===== src/rtl/bmi_ram.sv =====
`timescale 1ns / 1ps
// ----------------------------------------------------------------------------
// bmi_ram
// Generic single-write, single-read RAM with registered read data.
// ----------------------------------------------------------------------------
module bmi_ram #(
   parameter int WIDTH = 16,
   parameter int DEPTH = 256
) (
   input  logic                     clock,
   input  logic                     wr_en,
   input  logic [$clog2(DEPTH)-1:0] wr_addr,
   input  logic [WIDTH-1:0]         wr_data,
   input  logic [$clog2(DEPTH)-1:0] rd_addr,
   output logic [WIDTH-1:0]         rd_data
);

   logic [WIDTH-1:0] mem [DEPTH];
   logic [WIDTH-1:0] rd_data_ff;

   always_ff @(posedge clock) begin
      if (wr_en) begin
         mem[wr_addr] <= wr_data;
      end
      rd_data_ff <= mem[rd_addr];
   end

   assign rd_data = rd_data_ff;

endmodule


===== config.mk =====
export PLATFORM = sky130hd
export DESIGN_NAME = bmi_ram
export DESIGN_NICKNAME = d
export VERILOG_FILES = /design/src/rtl/bmi_ram.sv
export SDC_FILE = /design/constraint.sdc
export NUM_CORES = 2
export LEC_CHECK = 0
export ABC_CLOCK_PERIOD_IN_PS = 2700
export BUFFER_PORTS_ARGS = -buffer_cell sky130_fd_sc_hd__buf_2
export CAP_MARGIN = 20
export CORE_ASPECT_RATIO = 1.2
export CORE_MARGIN = 3
export CORE_UTILIZATION = 40
export DETAILED_ROUTE_END_ITERATION = 16
export GPL_TIMING_DRIVEN = 0
export PLACE_DENSITY = 0.55
export SLEW_MARGIN = 20
export SYNTH_ARGS = -nofsm -noshare
export SYNTH_HDL_FRONTEND = slang
export SYNTH_SLANG_ARGS = --single-unit

===== constraint.sdc =====
create_clock -name clock -period 2.7 [get_ports clock]
set_input_delay 0.27 -clock clock [delete_from_list [all_inputs] [get_ports clock]]
set_output_delay 0.27 -clock clock [all_outputs]
set_load 0.005 [all_outputs]

After elaboration in Yosys (flattened, before gate mapping). Memories as Yosys holds them, arrays and structs flattened. A register that Yosys moved wholly into a read port is not among the register bits. Index checks and enable logic that the tools add are counted.

Muxes and demuxes: 2.

Operators by type and width (count): 1-bit two-way mux (2).

Bits in registers: 0. Memory bits (writable): 4096. Bits of input ports: 34. Output and inout bits: 16. Memories: 1.

Memories: mem (depth 256, width 16, read ports 1, clocked after memory_dff 1, write ports 1, line 18) `logic [WIDTH-1:0] mem [DEPTH];`.

Depth between registers and ports, before layout.
Depth in word-level cells: 2. Mapped depth: 12. Mapped depth without buffers: 6.

Worst setup path before layout. No wires, ideal clock.

Path kind: input to register. Start: in wr_addr[3]. End: mem mem[235][0] (enable). Arrival time: 2.047 ns. Data required time: 2.312 ns. Path slack: 0.265 ns. Stages on the path: 6. Buffers on the path: 3. Cell sequence: clkbuf_1 > nor2b_1 > clkbuf_1 > nand4_1 > clkbuf_1 > nor2_1.

RTL lines: from (decl) (line 12) `input logic [$clog2(DEPTH)-1:0] wr_addr,`; to (decl) (line 18).

Straight into the memory's write port.

==> results.cfg <==
[die]
die-area_um2 = 404000
num_rows = 252
core_area_um2 = 394000
pin_count = 50
die_y_um = 696
initial_utilization_pct = 40.3
die_w_um = 581

[sta]
period_minus_slack_ps = 2910
worstMarginPinSlew_ps = 1070
max_freq_ghz = 0.343
worst_slack_ps = -212
drv_slew = 0
rsz0062_at_grt = true
period_share_pct = 108
skew_ps = 51.2
setup_viol = 150
setup_tns_ps = -9290
relSlewSlack_pct = 28.3
hold_viol = 0

[route]
met3WireLength_um = 38700
vias = 82400
top_layer_used = met5
routedLengthMet1_um = 191000
routed_via_density = 6.03
finalWirelength_um = 523000
first_pass_iters = 5
met2_length_um = 256000
wl_per_cell_um = 38.3
drt_iter0_drc = 10800
drc = 0
ant_nets = 0

[critical_path]
crit_type = reg -> reg
required_ps = 3530
endpoint_kind = register
cp_max_fo = 1
worstSetupStartpointType = register
cp.arrival_ps = 3750

[global_route]
grt_pass1_wl_um = 705000
grt-ovfl-total = 0
grt_pass1_vias = 82300
antenna_found_initial = 40
grt_max_degree = 130
grtUsageTotal_pct = 25.5

[finish]
area_delta_synth_final_pct = 17.6
final_layout_size_suffix_gt1_share_pct = 31.2
layout.nets = 8117
fin_area_um2 = 187000

[clocking]
cts-root-buf = clkbuf_16
clock_path_buffers = 4
clk_pin_slew_ps = 70
cts_tree = yes
htree_levels = 5
cts_sinks = 4112
cts_buffers = 416
insertion_delay_ps = 1030

[power]
p_int_mw = 105
pwr-share-clk_pct = 42.0
swShare_pct = 22.5
powerDensity_nw_per_um2 = 727
power_switching_mw = 30.5
leakagePower_nw = 58.6
p_comb_share_pct = 6.2
vdd_ir_drop_max_mv = 0.616
p_seq_share_pct = 51.9

[yosys]
synth_top_area_cell = edfxtp_1
synth-seq-cells = 4112
ys_top_cells_by_area = edfxtp_1 77%, mux4_2 11%, mux2i_1 3.6%
synth_cell_type_count = 52
ys_seq_area_share_pct = 77.7
synthFlopType = edfxtp_1
netlist_area_um2 = 159000
synth-edff-count = 4096
yosys.area.top_type_share_pct = 77.5
async_flop_share_pct = 0
ys_warn_count = 0
synth_fp_nets = 7394
synthCells = 7360
synth_area_per_cell_um2 = 21.6

[place]
dp_hpwl_um = 361000
port_buffers = 39
placed_area_um2 = 171000
place.gp.congestion = 0.986

[run_status]
violations = negative setup slack
outcome = finished, violations left

[run]
maxCapViolations = 0

[hold_path]
worst_hold_path_type = in -> reg
## path summary, 6_finish.rpt
kind | startpoint | endpoint | slack, ps | depth (start not counted)
max reg2reg | mem[10][8] | rd_data[8] | -210 | 6
min reg2reg | mem[201][5] | rd_data[5] | 1190 | 6
min | wr_addr[3] | mem[28][0] | 120 | 4
max | mem[10][8] | rd_data[8] | -210 | 6
## synthesized netlist by cell type, types with 3 or more instances
master     number
buf_2          76
a21oi_1       175
dfxtp_1        16
nor3_1         92
buf_6          77
a22oi_1        43
nand2_1        38
and3_1         11
clkbuf_1      230
a22o_1         32
nor2_1        304
buf_1          27
o221ai_1      252
mux2_2         88
a31oi_1         6
a211oi_1       18
o22ai_1       148
mux4_2        797
a221oi_1       28
buf_8          11
nand3_1        35
mux2i_1       565
a2111oi_0       6
nor4_1         17
nand4_1        26
buf_12          5
o31ai_1        16
inv_1           3
nand4b_1        3
nand2b_1        3
buf_4          26
o21ai_0        37
o32ai_1        20
nor2b_1         9
edfxtp_1     4096
or2_2           4
## sequential cells by signal, summed over array words and instances (netlist names)
name / cells
mem: 4096
rd_data: 16
## metal layers
metal  vias up  global-route usage [%]
met5         -                       0
met4        18                    15.6
met3      1029                    3.92
met2      4226                    42.4
met1     44300                    31.6
li1      32900                       -
## repair_timing
item,in CTS,in global routing
setup endpoints to repair,305,344
hold buffers,16,0
hold endpoints to repair,1265,0
pin swaps,60,49
buffers inserted,4,13
resized for setup,468,74
## power groups by stage
stage	combinational (mW)	sequential (mW)	clock, mW
CTS	8.31	70.4	57.6
global route	8.57	70.4	60.1
detailed placement	7.90	71.8	0
finish	8.39	70.4	57.0
floorplan	3.47	71.8	0
global placement	7.45	72.1	0
## critical path: stages (launching register included)
cell	delay, ps
edfxtp_1	370
mux4_2	490
mux2_4	310
a22oi_2	540
nand2_2	240
o32ai_4	600
nor4_4	160
## cell usage in the layout (no fill, tap or decap), drive strengths merged, types with 43 or more instances in the layout
cell type / n
a22oi: 43
mux2: 88
o22ai: 148
nor3: 92
clkinv: 200
edfxtp: 4096
buf: 510
a21oi: 175
mux4: 797
clkbuf: 733
o221ai: 253
mux2i: 565
nor2: 304
## per-stage QoR
step | power, mW | setup slack, ps | hold WS [ps] | util [%] | std cells
6_report | 136 | -212 | 124 | 47.4 | 13700
5_1_grt | 139 | -164 | 127 | 47.4 | 13600
4_1_cts | 136 | -95.2 | 147 | 47.3 | 13600
3_5_place_dp | 79.7 | -2890 | 632 | 43.4 | 12800
3_3_place_gp | 79.5 | -4090 | 654 | 42.0 | 12600
2_1_floorplan | 75.2 | 265 | 369 | - | 7360
## cell type report
cell class	instances	area (um2)
inverters	4	17.5
clock buffers	505	10900
multi-input cells	2792	35600
plain buffers	452	3260
well taps	5207	6520
fillers	32100	207000
repair buffers	305	4500
flip-flops and latches	4112	123000
clock inverters	269	2400
diodes	15	37.5
## kinds of logic after synthesis
kind of cell / Yosys count / share of synthesized area (%)
AOI/OAI and AO/OA: 786 / 3.54
buffers and inverters: 456 / 1.69
DFF: 4112 / 77.7
and+or+nand+nor: 556 / 1.57
muxes: 1450 / 15.5
(Power assumes the default switching activity.)
