[src/rtl/bmi_pkg.sv]
`timescale 1ns / 1ps
// ----------------------------------------------------------------------------
// bmi_pkg
// Shared types and constants for the bilinear map interpolation block.
// ----------------------------------------------------------------------------
package bmi_pkg;

   // default map geometry
   localparam int DEF_MAX_ROWS = 16;
   localparam int DEF_MAX_COLS = 16;

   // value and index widths of the ports
   localparam int VAL_W      = 16;
   localparam int IDX_W      = 4;
   localparam int CSR_IDX_W  = 2;
   localparam int CSR_DATA_W = 5;

   // register indexes
   localparam logic [CSR_IDX_W-1:0] CSR_ROWS = 2'd0;
   localparam logic [CSR_IDX_W-1:0] CSR_COLS = 2'd1;

   // count after reset
   localparam int RESET_COUNT = 16;

   // item kinds
   localparam logic MODE_QUERY = 1'b0;
   localparam logic MODE_WRITE = 1'b1;

   // command to the shared interpolation unit
   typedef struct packed {
      logic                    start;
      logic signed [VAL_W-1:0] q;
      logic signed [VAL_W-1:0] q0;
      logic signed [VAL_W-1:0] q1;
      logic signed [VAL_W-1:0] v0;
      logic signed [VAL_W-1:0] v1;
   } lerp_cmd_type;

   // status back from the interpolation unit
   typedef struct packed {
      logic                    done;
      logic signed [VAL_W-1:0] result;
   } lerp_rsp_type;

   // count clamped into [2, maxv]
   function automatic int clamp_cnt(input int v, input int maxv);
      int r;
      r = v;
      if (v < 2) r = 2;
      else if (v > maxv) r = maxv;
      return r;
   endfunction

endpackage

[src/rtl/bmi_lerp.sv]
`timescale 1ns / 1ps
// ----------------------------------------------------------------------------
// bmi_lerp
// Shared interpolation unit: v0 + (q - q0) * (v1 - v0) / (q1 - q0), one
// registered multiply then a one-bit-per-cycle restoring divide.
// ----------------------------------------------------------------------------
module bmi_lerp (
   input  logic                  clock,
   input  logic                  reset,
   input  bmi_pkg::lerp_cmd_type cmd,
   output bmi_pkg::lerp_rsp_type rsp
);
   import bmi_pkg::*;

   localparam logic [2:0] L_IDLE = 3'd0;
   localparam logic [2:0] L_MUL  = 3'd1;
   localparam logic [2:0] L_ABS  = 3'd2;
   localparam logic [2:0] L_DIV  = 3'd3;
   localparam logic [2:0] L_FIN  = 3'd4;

   localparam int DW = VAL_W + 1;   // width of a difference
   localparam int PW = 32;          // product width

   logic [2:0]           state_ff, state_in;
   logic signed [DW-1:0] span_ff, span_in;
   logic signed [DW-1:0] diff_ff, diff_in;
   logic signed [DW-1:0] dv_ff, dv_in;
   logic [VAL_W-1:0]     v0_ff, v0_in;
   logic signed [PW-1:0] prod_ff, prod_in;
   logic [PW-1:0]        dvd_ff, dvd_in;
   logic [DW-1:0]        dvs_ff, dvs_in;
   logic [DW-1:0]        rem_ff, rem_in;
   logic                 neg_ff, neg_in;
   logic [4:0]           cnt_ff, cnt_in;
   logic                 done_ff, done_in;
   logic [VAL_W-1:0]     res_ff, res_in;

   logic signed [2*DW-1:0] full_prod;
   logic [DW:0]            rem_shift;
   logic [DW:0]            rem_sub;
   logic [PW-1:0]          quot_s;

   assign full_prod = diff_ff * dv_ff;
   assign rem_shift = {rem_ff, dvd_ff[PW-1]};
   assign rem_sub   = rem_shift - {1'b0, dvs_ff};
   assign quot_s    = neg_ff ? (~dvd_ff + PW'(1)) : dvd_ff;

   // sequencer of the unit
   always_comb begin
      state_in = state_ff;
      span_in  = span_ff;
      diff_in  = diff_ff;
      dv_in    = dv_ff;
      v0_in    = v0_ff;
      prod_in  = prod_ff;
      dvd_in   = dvd_ff;
      dvs_in   = dvs_ff;
      rem_in   = rem_ff;
      neg_in   = neg_ff;
      cnt_in   = cnt_ff;
      done_in  = 1'b0;
      res_in   = res_ff;
      case (state_ff)
         L_IDLE: begin
            if (cmd.start) begin
               span_in = {cmd.q1[VAL_W-1], cmd.q1} - {cmd.q0[VAL_W-1], cmd.q0};
               diff_in = {cmd.q[VAL_W-1], cmd.q} - {cmd.q0[VAL_W-1], cmd.q0};
               dv_in   = {cmd.v1[VAL_W-1], cmd.v1} - {cmd.v0[VAL_W-1], cmd.v0};
               v0_in   = cmd.v0;
               if (cmd.q1 == cmd.q0) begin
                  // zero span: take the lower value
                  res_in  = cmd.v0;
                  done_in = 1'b1;
               end else begin
                  state_in = L_MUL;
               end
            end
         end
         L_MUL: begin
            prod_in  = full_prod[PW-1:0];
            state_in = L_ABS;
         end
         L_ABS: begin
            dvd_in   = prod_ff[PW-1] ? (~prod_ff + PW'(1)) : prod_ff;
            dvs_in   = span_ff[DW-1] ? (~span_ff + DW'(1)) : span_ff;
            neg_in   = prod_ff[PW-1] ^ span_ff[DW-1];
            rem_in   = '0;
            cnt_in   = '0;
            state_in = L_DIV;
         end
         L_DIV: begin
            // one quotient bit per cycle, shifted into the dividend register
            if (!rem_sub[DW]) begin
               rem_in = rem_sub[DW-1:0];
               dvd_in = {dvd_ff[PW-2:0], 1'b1};
            end else begin
               rem_in = rem_shift[DW-1:0];
               dvd_in = {dvd_ff[PW-2:0], 1'b0};
            end
            cnt_in = cnt_ff + 5'd1;
            if (cnt_ff == 5'd31) begin
               state_in = L_FIN;
            end
         end
         L_FIN: begin
            res_in   = quot_s[VAL_W-1:0] + v0_ff;
            done_in  = 1'b1;
            state_in = L_IDLE;
         end
         default: begin
            state_in = L_IDLE;
         end
      endcase
   end

   always_ff @(posedge clock) begin
      if (reset) begin
         state_ff <= L_IDLE;
         done_ff  <= 1'b0;
      end else begin
         state_ff <= state_in;
         done_ff  <= done_in;
      end
      span_ff <= span_in;
      diff_ff <= diff_in;
      dv_ff   <= dv_in;
      v0_ff   <= v0_in;
      prod_ff <= prod_in;
      dvd_ff  <= dvd_in;
      dvs_ff  <= dvs_in;
      rem_ff  <= rem_in;
      neg_ff  <= neg_in;
      cnt_ff  <= cnt_in;
      res_ff  <= res_in;
   end

   assign rsp.done   = done_ff;
   assign rsp.result = res_ff;

endmodule

[config.mk]
export PLATFORM = sky130hd
export DESIGN_NAME = bmi_lerp
export DESIGN_NICKNAME = d
export VERILOG_FILES = /design/src/rtl/bmi_pkg.sv /design/src/rtl/bmi_lerp.sv
export SDC_FILE = /design/constraint.sdc
export NUM_CORES = 1
export LEC_CHECK = 0
export ABC_AREA = 1
export ABC_CLOCK_PERIOD_IN_PS = 16500
export BUFFER_PORTS_ARGS = -buffer_cell sky130_fd_sc_hd__buf_4
export CAP_MARGIN = 20
export CELL_PAD_IN_SITES_DETAIL_PLACEMENT = 0
export CELL_PAD_IN_SITES_GLOBAL_PLACEMENT = 1
export CORE_MARGIN = 1.5
export CORE_UTILIZATION = 52
export CTS_CLUSTER_SIZE = 12
export DETAILED_ROUTE_END_ITERATION = 6
export GPL_TIMING_DRIVEN = 0
export PLACE_DENSITY_LB_ADDON = 0.12
export SYNTH_ARGS = -nofsm -noshare
export SYNTH_HDL_FRONTEND = slang
export SYNTH_SLANG_ARGS = --single-unit
[constraint.sdc]
create_clock -name clock -period 16.5 [get_ports clock]
set_input_delay 1.65 -clock clock [delete_from_list [all_inputs] [get_ports clock]]
set_output_delay 1.65 -clock clock [all_outputs]
set_load 0.01 [all_outputs]
# After elaboration in Yosys (flattened, before gate mapping)
# Cells that the tools add are included.
[totals] output_inout_bits=17 word_cells=62 inputBits=83 ff_bits=191
[op_classes] bitwise=4 mux=18 multipliers=1 addsub=9 eq_ne=10 n_reduce_logical=6
[ops] cell="$mux 16" count=4
[ops] cell="$pmux 32 s2" count=1
[ops] cell="$sub 16x16->17" count=3
[ops] cell="$pmux 17 s2" count=1
[ops] cell="$add 32x2->32 const B" count=1
[ops] cell="$mul 17x17->32" count=1
[ops] cell="$mux 32" count=1
[ops] cell="$not 32->32" count=1
[ops] cell="$pmux 16 s2" count=1
[ops] cell="$sub 18x17->18" count=1
[ops] cell="$add 17x2->17 const B" count=1
[ops] cell="$mux 17" count=1
[ops] cell="$not 17->17" count=1
[ops] cell="$add 16x1->16 const B" count=1
[ops] cell="$add 16x16->16" count=1
[ops] cell="$eq 16x16->1" count=1
[ops] cell="$not 16->16" count=1
[ops] cell="$pmux 3 s4" count=1
[ops] cell="$pmux 5 s2" count=1
[ops] cell="$mux 3" count=3
[ops] cell="$ne 2x2->1 const B" count=4
[ops] cell="$eq 3x2->1 const B" count=2
[ops] cell="$reduce_and 3->1" count=2
[ops] cell="$add 5x1->5 const B" count=1
[ops] cell="other kinds (9)" count=12

# Logic depth before layout (Yosys ltp)
# Gate-level depths: netlist of the first run.
[logic_depth] word_depth=5 depth_mapped=29

# Least setup slack after synthesis of the first run
# Ideal clock, no wire load.
[synth_timing] path_kind="input -> register" from="input cmd[80] in the netlist's numbering" to="register diff_ff[0], enable pin" slack_ns=9.697 setup_ns=0.574 required_time_ns=15.926 arrival_time_ns=6.229 path_buffers=0 path_stages=2 path_cell_list="inv_1 > nor3_1"
[synth_between] elab_chain_cells=1
[synth_rtl] item="start, declared" line_no="bmi_lerp.sv:10" source="input bmi_pkg::lerp_cmd_type cmd,"
[synth_rtl] item="$reduce_and 2->1 (no line)"
[synth_rtl] item="end signal, assigned" line_no="bmi_lerp.sv:125" source="diff_ff <= diff_in;"
[synth_rtl] item="end, declared" line_no="bmi_lerp.sv:26" source="logic signed [DW-1:0] diff_ff, diff_in;"
# Every way passes these cells.
# A chain may end at the register's enable or synchronous reset.

# Worst setup path in the final report of the first run
[layout_timing] from="register dv_ff[7]" to="register prod_ff[31], data pin"
[layout_between] elab_chain_cells=1
[layout_rtl] item="start, declared" line_no="bmi_lerp.sv:27" source="logic signed [DW-1:0] dv_ff, dv_in;"
[layout_rtl] item="start signal, assigned" line_no="bmi_lerp.sv:126" source="dv_ff <= dv_in;"
[layout_rtl] item="$mul 17x17->32" line_no="bmi_lerp.sv:43" source="assign full_prod = diff_ff * dv_ff;"
[layout_rtl] item="net full_prod[31]" line_no="bmi_lerp.sv:38" source="logic signed [2*DW-1:0] full_prod;"
[layout_rtl] item="end signal, assigned" line_no="bmi_lerp.sv:128" source="prod_ff <= prod_in;"
[layout_rtl] item="end, declared" line_no="bmi_lerp.sv:29" source="logic signed [PW-1:0] prod_ff, prod_in;"
# The timed path passes the listed nets, and every way through them passes these cells.

==> metrics.md, run 1 <==
| Metric | Value |
|---|---|
| CTS Hold Bufs | `0` |
| Vias/cell | `approximately 5.2` |
| Total number of vias | `approximately 20000` |
| Die W | `218 um` |
| WP data required | `16.69 ns` |
| Crit Path Category | `register to register` |
| Die H | `218 um` |
| Hpwl dp | `roughly 54000 um` |
| DRT Pass-1 Iters | `5` |
| Reg2reg path depth | `21` |
| Hold Crit Depth | `0` |
| # fillers | `4353` |
| Post-synth top cells | `772 x nand2_1, 701 x inv_1, 287 x fa_1` |
| Total Wirelength | `64500 um` |
| CTS tree | `done` |
| Setup TNS Final | `0 ns` |
| Period minus WS final | `7.02 ns` |
| RSZ-0062 raised after global routing | `false` |
| Top cell type's share of synthesized area | `23.9%` |
| Rows | `78` |
| Max-cap violation count | `0` |
| Initial Util | `a little over half` |
| Relative slew slack | `between 30 and 40%` |
| Reg area | `5700 sq um` |
| Ys flop type | `edfxtp_1` |
| Syn Nets | `between 3000 and 4000` |
| Clock Sinks | `191` |
| Final ANT Viol Nets | `0` |
| Initial antenna violation count | `0` |
| Synth Cell Area | `between 20000 and 25000 sq um` |
| FF-to-FF setup slack | `9.48 ns` |
| Seq cells post-synth | `191` |
| Cell variety after synth | `44` |
| Tcrit/Tclk final | `around 43%` |
| Async SR Flop Fraction | `0%` |
| Area Growth Syn to Fin | `9.45%` |
| Multi-input combinational cell area | `15400 sq um` |
| Critical path launch point type | `register` |
| Setup violators final | `0` |
| Number of port buffers | `99` |
| Post-Synthesis Cells | `3030` |
| GPL Wtd Cong | `between 0.9 and 1` |
| Count leader, synth | `nand2_1` |
| DR DRC count | `0` |
| Crit path DAT | `7.22 ns` |
| Worst Tran Pin Value | `roughly 1.0 ns` |
| Clock transition at path regs | `0.07 ns` |
| Fmax | `0.142 GHz` |
| Crit. End Element | `register` |
| Fin nets | `3695` |
| First-pass GRT wire length | `105000 um` |
| Vias in the first global route | `about 20000` |
| DR WL/cell | `around 17 um` |
| Syn Area/Cell | `just under 8 sq um` |
| Clock Latency Late Sink | `0.49 ns` |
| Ant. Diodes | `0` |
| Final Slew Violations | `0` |
| Gr ovfl total | `0` |
| Dominant cells by area after synthesis | `fa_1 24%, edfxtp_1 23%, nand2_1 12%` |
| Clock tree buffer depth | `2` |
| Setup bufs post-CTS | `0` |
| Hold crit path type | `register to register` |
| Reg-to-reg startpoint | `dv_ff[7]` |
| Root buffer cell | `clkbuf_16` |
| Final Hold Viols | `0` |
| Worst Hold End | `dvs_ff[0]` |
| Clock skew | `0.0177 ns` |
| IO Count | `100` |
| Full die area | `47500 sq um` |
| Gr usage total | `between 20% and 30%` |
| H-tree levels | `4` |
| Reg2reg end | `prod_ff[31]` |
| Post-CTS resize count | `0` |
| Layout cell share with drive strength beyond 1 | `5.96%` |
| TritonCTS Buffers | `17` |
| Run status | `completed` |
| Seq/Total Area, Yosys | `23.7%` |
| Largest net degree at the start of global routing | `35` |
| Core area | `~45000 sq um` |
| Cell taking the most area after synthesis | `fa_1` |
| Origin of the worst min-delay path | `span_ff[0]` |
| Yosys warning count | `0` |
| CP max FO | `10` |
| Post-synth EDFFs | `187` |
| Initial drt markers | `approximately 1300` |
placed cells by master (no fill, tap or decap), drive strengths merged:
cell type	count
a21o	12
edfxtp	187
buf	120
o221ai	1
ha	167
bufinv	1
a31oi	3
nand2b	1
a21oi	111
nand2	781
nor2	207
o211ai	6
a31o	1
o21bai	9
a21boi	2
xnor2	32
o22ai	4
and2	1
dfxtp	4
clkbuf	94
clkinv	8
nor3	33
or2	8
nand4	29
o31ai	13
o21a	3
xor2	89
o21ai	81
inv	708
nand3	159
fa	287
nand3b	6
nor4	3
worst max-delay path, cell delays in order, from the launching register on:
cell and delay (ns):
edfxtp_1 0.33, clkbuf_1 0.51, clkbuf_1 0.81, nand2_1 0.20, fa_1 0.52, fa_1 0.61
inv_1 0.21, fa_1 0.53, inv_1 0.06, fa_1 0.56, fa_1 0.44, fa_1 0.49
inv_1 0.05, ha_1 0.37, a21oi_1 0.22, o21ai_0 0.11, a21oi_1 0.13, nand2_1 0.06
nor2_1 0.24, inv_1 0.07, nand2_1 0.07, nand2_1 0.13
through the flow:
stage | hold slack [ns] | setup slack [ns] | area [sq um] | std cells | util [%]
finish | 0.500 | 9.48 | 26300 | 3771 | 57.8
CTS | 0.502 | 9.55 | 26300 | 3771 | 57.8
global placement | 0.482 | 7.51 | 25500 | 3729 | 56.1
floorplan | 0.450 | 9.70 | 24000 | 3030 | -
detailed placement | 0.484 | 9.65 | 25700 | 3739 | 56.4
global route | 0.523 | 9.21 | 26300 | 3771 | 57.8
flip-flops by register name (all words and copies together) (netlist names):
name / count
dvd_ff: 32
prod_ff: 32
diff_ff: 17
dv_ff: 17
dvs_ff: 17
rem_ff: 17
span_ff: 17
res_ff: 16
v0_ff: 16
cnt_ff: 5
state_ff: 3
done_ff: 1
neg_ff: 1
cells by family after synthesis:
logic type               Yosys count  synth area share [%]
AO/OA/AOI/OAI                    246                  5.71
XOR/XNOR                         121                  4.41
adder cells (fa/ha/maj)          454                  32.6
buffers and inverters            790                  12.5
flip-flops                       191                  23.7
AND/OR/NAND/NOR                 1228                  21.1
worst max-delay path by stage:
| stage | start | to | slack, ns | depth (start not counted) |
|---|---|---|---|---|
| final | dv_ff[7] | prod_ff[31] | 9.48 | 21 |
| after global routing | dv_ff[7] | prod_ff[31] | 9.21 | 22 |
| after floorplan | cmd[80] | diff_ff[0] | 9.70 | 2 |
| after global placement | cmd[80] | diff_ff[16] | 7.51 | 3 |
| after CTS | dv_ff[7] | prod_ff[31] | 9.55 | 21 |
| after detailed placement | dv_ff[7] | prod_ff[31] | 9.65 | 21 |
metal layers:
| layer | global-route usage [%] | wire (um) | vias up |
|---|---|---|---|
| li1 | - | - | 9534 |
| met1 | 37.6 | 28300 | 9367 |
| met2 | 48.8 | 30900 | 559 |
| met3 | 3.95 | 3550 | 99 |
| met4 | 9.10 | 1750 | 0 |
| met5 | 0 | 0 | - |
cell type report:
cell class / instances / area share (%)
plain buffers: 88 / 1.38
flip-flops and latches: 191 / 21.7
clock buffers: 17 / 1.62
inverters: 702 / 10.0
clock inverters: 15 / 0.809
well taps: 600 / 2.86
multi-input cells: 2049 / 58.4
repair buffers: 109 / 3.27
Power of run 1 is left out: the tool's default activity adds up to more than one toggle a clock period on the data nets, which glitch-free logic cannot reach.
==> run 2, diff against run 1 <==
--- a/config.mk
+++ b/config.mk
@@ -6,13 +6,13 @@
 export NUM_CORES = 1
 export LEC_CHECK = 0
 export ABC_AREA = 1
-export ABC_CLOCK_PERIOD_IN_PS = 16500
+export ABC_CLOCK_PERIOD_IN_PS = 6300
 export BUFFER_PORTS_ARGS = -buffer_cell sky130_fd_sc_hd__buf_4
 export CAP_MARGIN = 20
 export CELL_PAD_IN_SITES_DETAIL_PLACEMENT = 0
 export CELL_PAD_IN_SITES_GLOBAL_PLACEMENT = 1
 export CORE_MARGIN = 1.5
-export CORE_UTILIZATION = 52
+export CORE_UTILIZATION = 44
 export CTS_CLUSTER_SIZE = 12
 export DETAILED_ROUTE_END_ITERATION = 6
 export GPL_TIMING_DRIVEN = 0
==> constraint.sdc (replaced) <==
create_clock -name clock -period 6.3 [get_ports clock]
set_input_delay 0.63 -clock clock [delete_from_list [all_inputs] [get_ports clock]]
set_output_delay 0.63 -clock clock [all_outputs]
set_load 0.01 [all_outputs]
==> metrics.md, run 2 (synthesis results as in run 1) <==
| Metric | Value |
|---|---|
| Final ANT Viol Nets | `0 (unchanged)` |
| Most frequent cells in the layout | `771 x nand2_1, 698 x inv_1, 284 x fa_1` |
| Setup violators final | `0 (unchanged)` |
| Relative slew slack | `47.6% (+14 points)` |
| CTS Hold Bufs | `0 (unchanged)` |
| Fmax | `0.165 GHz (+16%)` |
| Clock skew | `0.0166 ns (-0.00111 ns)` |
| H-tree levels | `4 (unchanged)` |
| Clock Latency Late Sink | `0.48 ns (about the same)` |
| IO Count | `100 (unchanged)` |
| CP dominant cell by count | `inv_1` |
| GPL Wtd Cong | `0.903 (-5.4%)` |
| Fin nets | `3701 (+0.16%)` |
| Clock transition at path regs | `0.07 ns (about the same)` |
| Crit path DAT | `6.26 ns (-0.96 ns)` |
| DRT Pass-1 Iters | `6 (+1)` |
| Hold crit path type | `primary input to register` |
| Area Growth Syn to Fin | `10.9%` |
| Final Hold Viols | `0 (unchanged)` |
| Run status | `completed` |
| Post-route insts no fill | `3872 (+2.7%)` |
| Full die area | `56000 sq um (+18%)` |
| Place WS | `-0.660 ns (-10.31 ns)` |
| Layout cell share with drive strength beyond 1 | `8.53% (+2.6 points)` |
| CP max FO | `6 (-4)` |
| Hpwl dp | `57100 um (+4.9%)` |
| Ant. Diodes | `0 (unchanged)` |
| Crit-path cells | `buf_4, nand2_1, inv_1, fa_2, inv_1, fa_2, inv_2, fa_1, inv_1, fa_1, inv_1, fa_1, fa_1, ha_4, nand2_2, nor2_2, nand2_1, nor3_1, nand2_1, inv_1, nor2_4, nand3_1, nand2_1` |
| Critical path launch point type | `register` |
| Crit Path Category | `register to register` |
| Slowest library cell on the worst path | `fa_2` |
| Gr usage total | `25.0% (-3.6 points)` |
| Vias in the first global route | `20257 (+0.23%)` |
| Initial drt markers | `1022 (-22%)` |
| Cells after DPL | `3835 (+2.6%)` |
| DR DRC count | `0 (unchanged)` |
| Worst path max stage delay | `0.65 ns (-0.16 ns)` |
| Tcrit/Tclk final | `96.5% (+54 points)` |
| Die W | `237 um (+8.6%)` |
| CP top delay family | `adder cells` |
| Initial Util | `44.6% (-8.3 points)` |
| Root buffer cell | `clkbuf_16` |
| Hold slack | `0.332 ns (-0.168 ns)` |
| Total number of vias | `19551 (-0.041%)` |
| Vias/cell | `5.05 (-2.6%)` |
| TritonCTS Buffers | `17 (unchanged)` |
| Core area | `53900 sq um (+19%)` |
| Largest net degree at the start of global routing | `36 (+2.9%)` |
| DR WL/cell | `17.4 um (+1.9%)` |
| Crit. End Element | `register` |
| Clock Sinks | `191 (unchanged)` |
| Number of port buffers | `99 (unchanged)` |
| WP data required | `6.48 ns (-10.21 ns)` |
| # fillers | `5435 (+25%)` |
| Worst Tran Pin Value | `0.785 ns (-0.212 ns)` |
| Die H | `237 um (+8.6%)` |
| Final Slew Violations | `0 (unchanged)` |
| First-pass GRT wire length | `108000 um (+3.2%)` |
| Final worst setup slack | `0.222 ns (-9.25 ns)` |
| Period minus WS final | `6.08 ns (-0.947 ns)` |
| Total Wirelength | `67500 um (+4.7%)` |
| Buf+Inv Stages, Crit Path | `7 (+1)` |
| Clock tree buffer depth | `2 (unchanged)` |
| Initial antenna violation count | `0 (unchanged)` |
| Commonest non-fill, non-tap cell in the layout | `nand2_1` |
| CTS tree | `done` |
| Rows | `85 (+9.0%)` |
| Setup TNS Final | `0 ns (unchanged)` |
| Gr ovfl total | `0 (unchanged)` |
| Top Registers | `dvd_ff: 32 flops, prod_ff: 32 flops` |
| RSZ-0062 raised after global routing | `false` |
| Max-cap violation count | `0 (unchanged)` |
==> run 2: cell count changes in the layout (fill, tap and decap cells not counted), moves of 4 or more <==
| cell | before | now |
|---|---|---|
| clkbuf_1 | 77 | 23 |
| buf_4 | 103 | 136 |
| buf_2 | 0 | 4 |
| clkbuf_2 | 0 | 23 |
| ha_1 | 167 | 162 |
| inv_6 | 2 | 7 |
| clkinv_8 | 6 | 0 |
| buf_1 | 7 | 2 |
==> run 2: cell type report <==
cell class | count | area [sq um] | share of cell area [%]
multi-input cells | 2049 | 15400 | 57.9
flip-flops and latches | 191 | 5700 | 21.4
inverters | 702 | 2640 | 9.92
repair buffers | 144 | 1150 | 4.33
well taps | 696 | 871 | 3.27
clock buffers | 18 | 429 | 1.61
plain buffers | 59 | 302 | 1.13
clock inverters | 13 | 125 | 0.470
==> run 2: through the flow <==
stage / area [sq um] / utilization, %
4_1_cts: 26400 / 48.9
5_1_grt: 26600 / 49.4
3_5_place_dp: 25800 / 47.8
6_report: 26600 / 49.4
2_1_floorplan: 24000 / -
3_3_place_gp: 25600 / 47.5
==> run 2: worst paths after layout <==
kind	startpoint	end	slack [ns]	cells after the start
setup / recovery	dv_ff[3]	prod_ff[31]	0.22	23
setup reg to reg	dv_ff[3]	prod_ff[31]	0.22	23
hold / removal	cmd[20]	v0_ff[4]	0.33	1
hold reg to reg	span_ff[0]	dvs_ff[0]	0.50	0
==> run 2: routing by layer <==
metal  share of wire, %  global-route usage, %  vias up
met4                2.2                   6.90        0
met1                 45                   32.8     9525
met2                 49                   43.6      410
li1                   -                      -     9540
met5                  0                      0        -
met3                4.4                   3.15       76
==> run 2: timing repair <==
item	CTS	global route
setup buffers	11	24
pin swaps	0	1
gates resized for setup	31	39
hold endpoints to repair	0	0
endpoints found under the setup margin	18	13
Power of run 2 is left out for the same reason.
==> run 3, diff against run 2 <==
--- a/config.mk
+++ b/config.mk
@@ -5,14 +5,13 @@
 export SDC_FILE = /design/constraint.sdc
 export NUM_CORES = 1
 export LEC_CHECK = 0
-export ABC_AREA = 1
 export ABC_CLOCK_PERIOD_IN_PS = 6300
 export BUFFER_PORTS_ARGS = -buffer_cell sky130_fd_sc_hd__buf_4
 export CAP_MARGIN = 20
 export CELL_PAD_IN_SITES_DETAIL_PLACEMENT = 0
 export CELL_PAD_IN_SITES_GLOBAL_PLACEMENT = 1
 export CORE_MARGIN = 1.5
-export CORE_UTILIZATION = 44
+export CORE_UTILIZATION = 46
 export CTS_CLUSTER_SIZE = 12
 export DETAILED_ROUTE_END_ITERATION = 6
 export GPL_TIMING_DRIVEN = 0
==> metrics.md, run 3 <==
| Metric | Value |
|---|---|
| Run status | `completed` |
| TritonCTS Buffers | `17 (unchanged)` |
| Syn Area/Cell | `9.80 sq um (+24%)` |
| Post-synth top cells | `403 x inv_1, 287 x fa_1, 245 x nand2_1` |
| Top Registers | `dvd_ff: 32 flops, prod_ff: 32 flops` |
| Die H | `222 um (-6.3%)` |
| Setup violators final | `0 (unchanged)` |
| Core area | `46900 sq um (-13%)` |
| Die W | `222 um (-6.3%)` |
| Gr ovfl total | `0 (unchanged)` |
| WP data required | `6.50 ns (+0.02 ns)` |
| Area Growth Syn to Fin | `15.6%` |
| Worst path max stage delay | `0.65 ns (about the same)` |
| Total Wirelength | `58100 um (-14%)` |
| Most frequent cells in the layout | `392 x inv_1, 274 x fa_1, 243 x nand2_1` |
| Gr usage total | `24.7% (-0.38 points)` |
| Top cell type's share of synthesized area | `26.1% (+2.2 points)` |
| CTS tree | `done` |
| Rows | `79 (-7.1%)` |
| Worst Tran Pin Value | `1.28 ns (+0.497 ns)` |
| CP max FO | `6 (unchanged)` |
| Ys flop type | `edfxtp_1` |
| Hold crit path type | `primary input to register` |
| DR DRC count | `0 (unchanged)` |
| Crit-path cells | `buf_6, and2_1, fa_2, inv_2, fa_2, inv_4, fa_1, fa_1, fa_1, fa_1, ha_4, a21o_1, a21o_1, a21oi_2, o311ai_4, a31o_2, a21oi_4, xnor2_4` |
| Relative slew slack | `12.4% (-35 points)` |
| Final Hold Viols | `0 (unchanged)` |
| Crit. End Element | `register` |
| Async SR Flop Fraction | `0% (unchanged)` |
| RSZ-0062 raised after global routing | `true` |
| CP top delay family | `adder cells` |
| Layout cell share with drive strength beyond 1 | `14.4% (+5.9 points)` |
| Full die area | `49200 sq um (-12%)` |
| Initial Util | `47.0% (+2.4 points)` |
| Clock tree buffer depth | `2 (unchanged)` |
| Critical path launch point type | `register` |
| Final worst setup slack | `0.0455 ns (-0.177 ns)` |
| Final Slew Violations | `0 (unchanged)` |
| Syn Nets | `2783 (-22%)` |
| Cell variety after synth | `76 (+73%)` |
| Max-cap violation count | `0 (unchanged)` |
| Number of port buffers | `99 (unchanged)` |
| Cell taking the most area after synthesis | `fa_1` |
| # fillers | `4331 (-20%)` |
| Vias in the first global route | `17000 (-16%)` |
| Period minus WS final | `6.25 ns (+0.177 ns)` |
| Crit Path Category | `register to register` |
| Clock skew | `0.0189 ns (+0.00235 ns)` |
| Multi-input combinational cell area | `15000 sq um (-2.7%)` |
| Fin nets | `2981 (-19%)` |
| Seq/Total Area, Yosys | `25.9% (+2.2 points)` |
| Yosys warning count | `0 (unchanged)` |
| Largest net degree at the start of global routing | `34 (-5.6%)` |
| IO Count | `100 (unchanged)` |
| Post-Synthesis Cells | `2246 (-26%)` |
| Buf+Inv Stages, Crit Path | `3 (-4)` |
| CP dominant cell by count | `fa_1` |
| GPL Wtd Cong | `0.871 (-3.5%)` |
| Synth Cell Area | `22000 sq um (-8.4%)` |
| Clock transition at path regs | `0.08 ns (about the same)` |
| Commonest non-fill, non-tap cell in the layout | `inv_1` |
| Crit path DAT | `6.45 ns (+0.19 ns)` |
| DR WL/cell | `19.0 um (+8.9%)` |
| H-tree levels | `4 (unchanged)` |
| Ant. Diodes | `0 (unchanged)` |
| First-pass GRT wire length | `92300 um (-15%)` |
| Clock Latency Late Sink | `0.49 ns (about the same)` |
| Reg area | `5700 sq um (unchanged)` |
| Post-synth EDFFs | `187 (unchanged)` |
| Slowest library cell on the worst path | `fa_2` |
| Initial antenna violation count | `5 (+5)` |
| Seq cells post-synth | `191 (unchanged)` |
| DRT Pass-1 Iters | `5 (-1)` |
| Dominant cells by area after synthesis | `fa_1 26%, edfxtp_1 26%, ha_1 9.5%` |
| Tcrit/Tclk final | `99.3% (+2.8 points)` |
| Root buffer cell | `clkbuf_16` |
| Fmax | `0.160 GHz (-2.8%)` |
| Place WS | `-1.45 ns (-0.794 ns)` |
| Initial drt markers | `812 (-21%)` |
| Count leader, synth | `inv_1` |
| Hpwl dp | `46000 um (-19%)` |
| Final ANT Viol Nets | `0 (unchanged)` |
| Total number of vias | `16194 (-17%)` |
| Clock Sinks | `191 (unchanged)` |
| Vias/cell | `5.29 (+4.7%)` |
-- run 3: cells by family (layout without fill, tap and decap cells) --
family / count (synthesis) / after routing / share of synthesized area [%]
multiplexers: 4 / 4 / 0.199
AO/OA/AOI/OAI: 314 / 314 / 9.42
AND/OR/NAND/NOR: 663 / 663 / 14.7
flip-flops: 191 / 191 / 25.9
XOR/XNOR: 156 / 156 / 6.21
adder cells (fa/ha/maj): 454 / 454 / 35.6
buffers and inverters: 464 / 675 / 7.96
-- run 3: path summary, 6_finish.rpt --
kind / depth (start not counted) / slack (ns) / start / end
worst min register to register: 0 / 0.52 / span_ff[0] / dvs_ff[0]
worst max register to register: 18 / 0.05 / dv_ff[4] / prod_ff[31]
worst max-delay path: 18 / 0.05 / dv_ff[4] / prod_ff[31]
worst min-delay path: 1 / 0.34 / cmd[18] / v0_ff[2]
-- run 3: stage by stage --
step	std cells	hold WS, ns	utilization (%)	setup TNS, ns	cell area, sq um
global route	3064	0.308	54.3	-0.247	25400
global placement	2952	0.508	50.2	-21.54	23500
finish	3064	0.339	54.3	0	25400
detailed placement	2957	0.514	50.4	-10.56	23600
floorplan	2246	0.474	-	0	22000
CTS	3035	0.287	53.3	0	25000
-- run 3: timing repair --
| item | 4_1_cts | 5_1_grt |
|---|---|---|
| endpoints found under the setup margin | 14 | 7 |
| gates cloned | 1 | 1 |
| setup buffers | 49 | 28 |
| gates resized for setup | 107 | 75 |
| hold buffers | 0 | 0 |
| pin swaps | 27 | 35 |
-- run 3: metal layers --
metal | global-route usage, % | vias up | part of all wire, %
met5 | 0 | - | 0.040
met2 | 40.4 | 420 | 46
li1 | - | 7711 | -
met4 | 9.21 | 4 | 3.1
met3 | 5.99 | 98 | 6.6
met1 | 31.7 | 7961 | 44
-- run 3: area by class of cell --
type	count	area share (%)
Multi-Input combinational cell	1591	59.0
Sequential cell	191	22.4
Inverter	403	5.97
Timing Repair Buffer	183	5.83
Tap cell	607	2.99
Clock buffer	17	1.67
Buffer	57	1.50
Clock inverter	15	0.693
Power of run 3 is left out for the same reason.
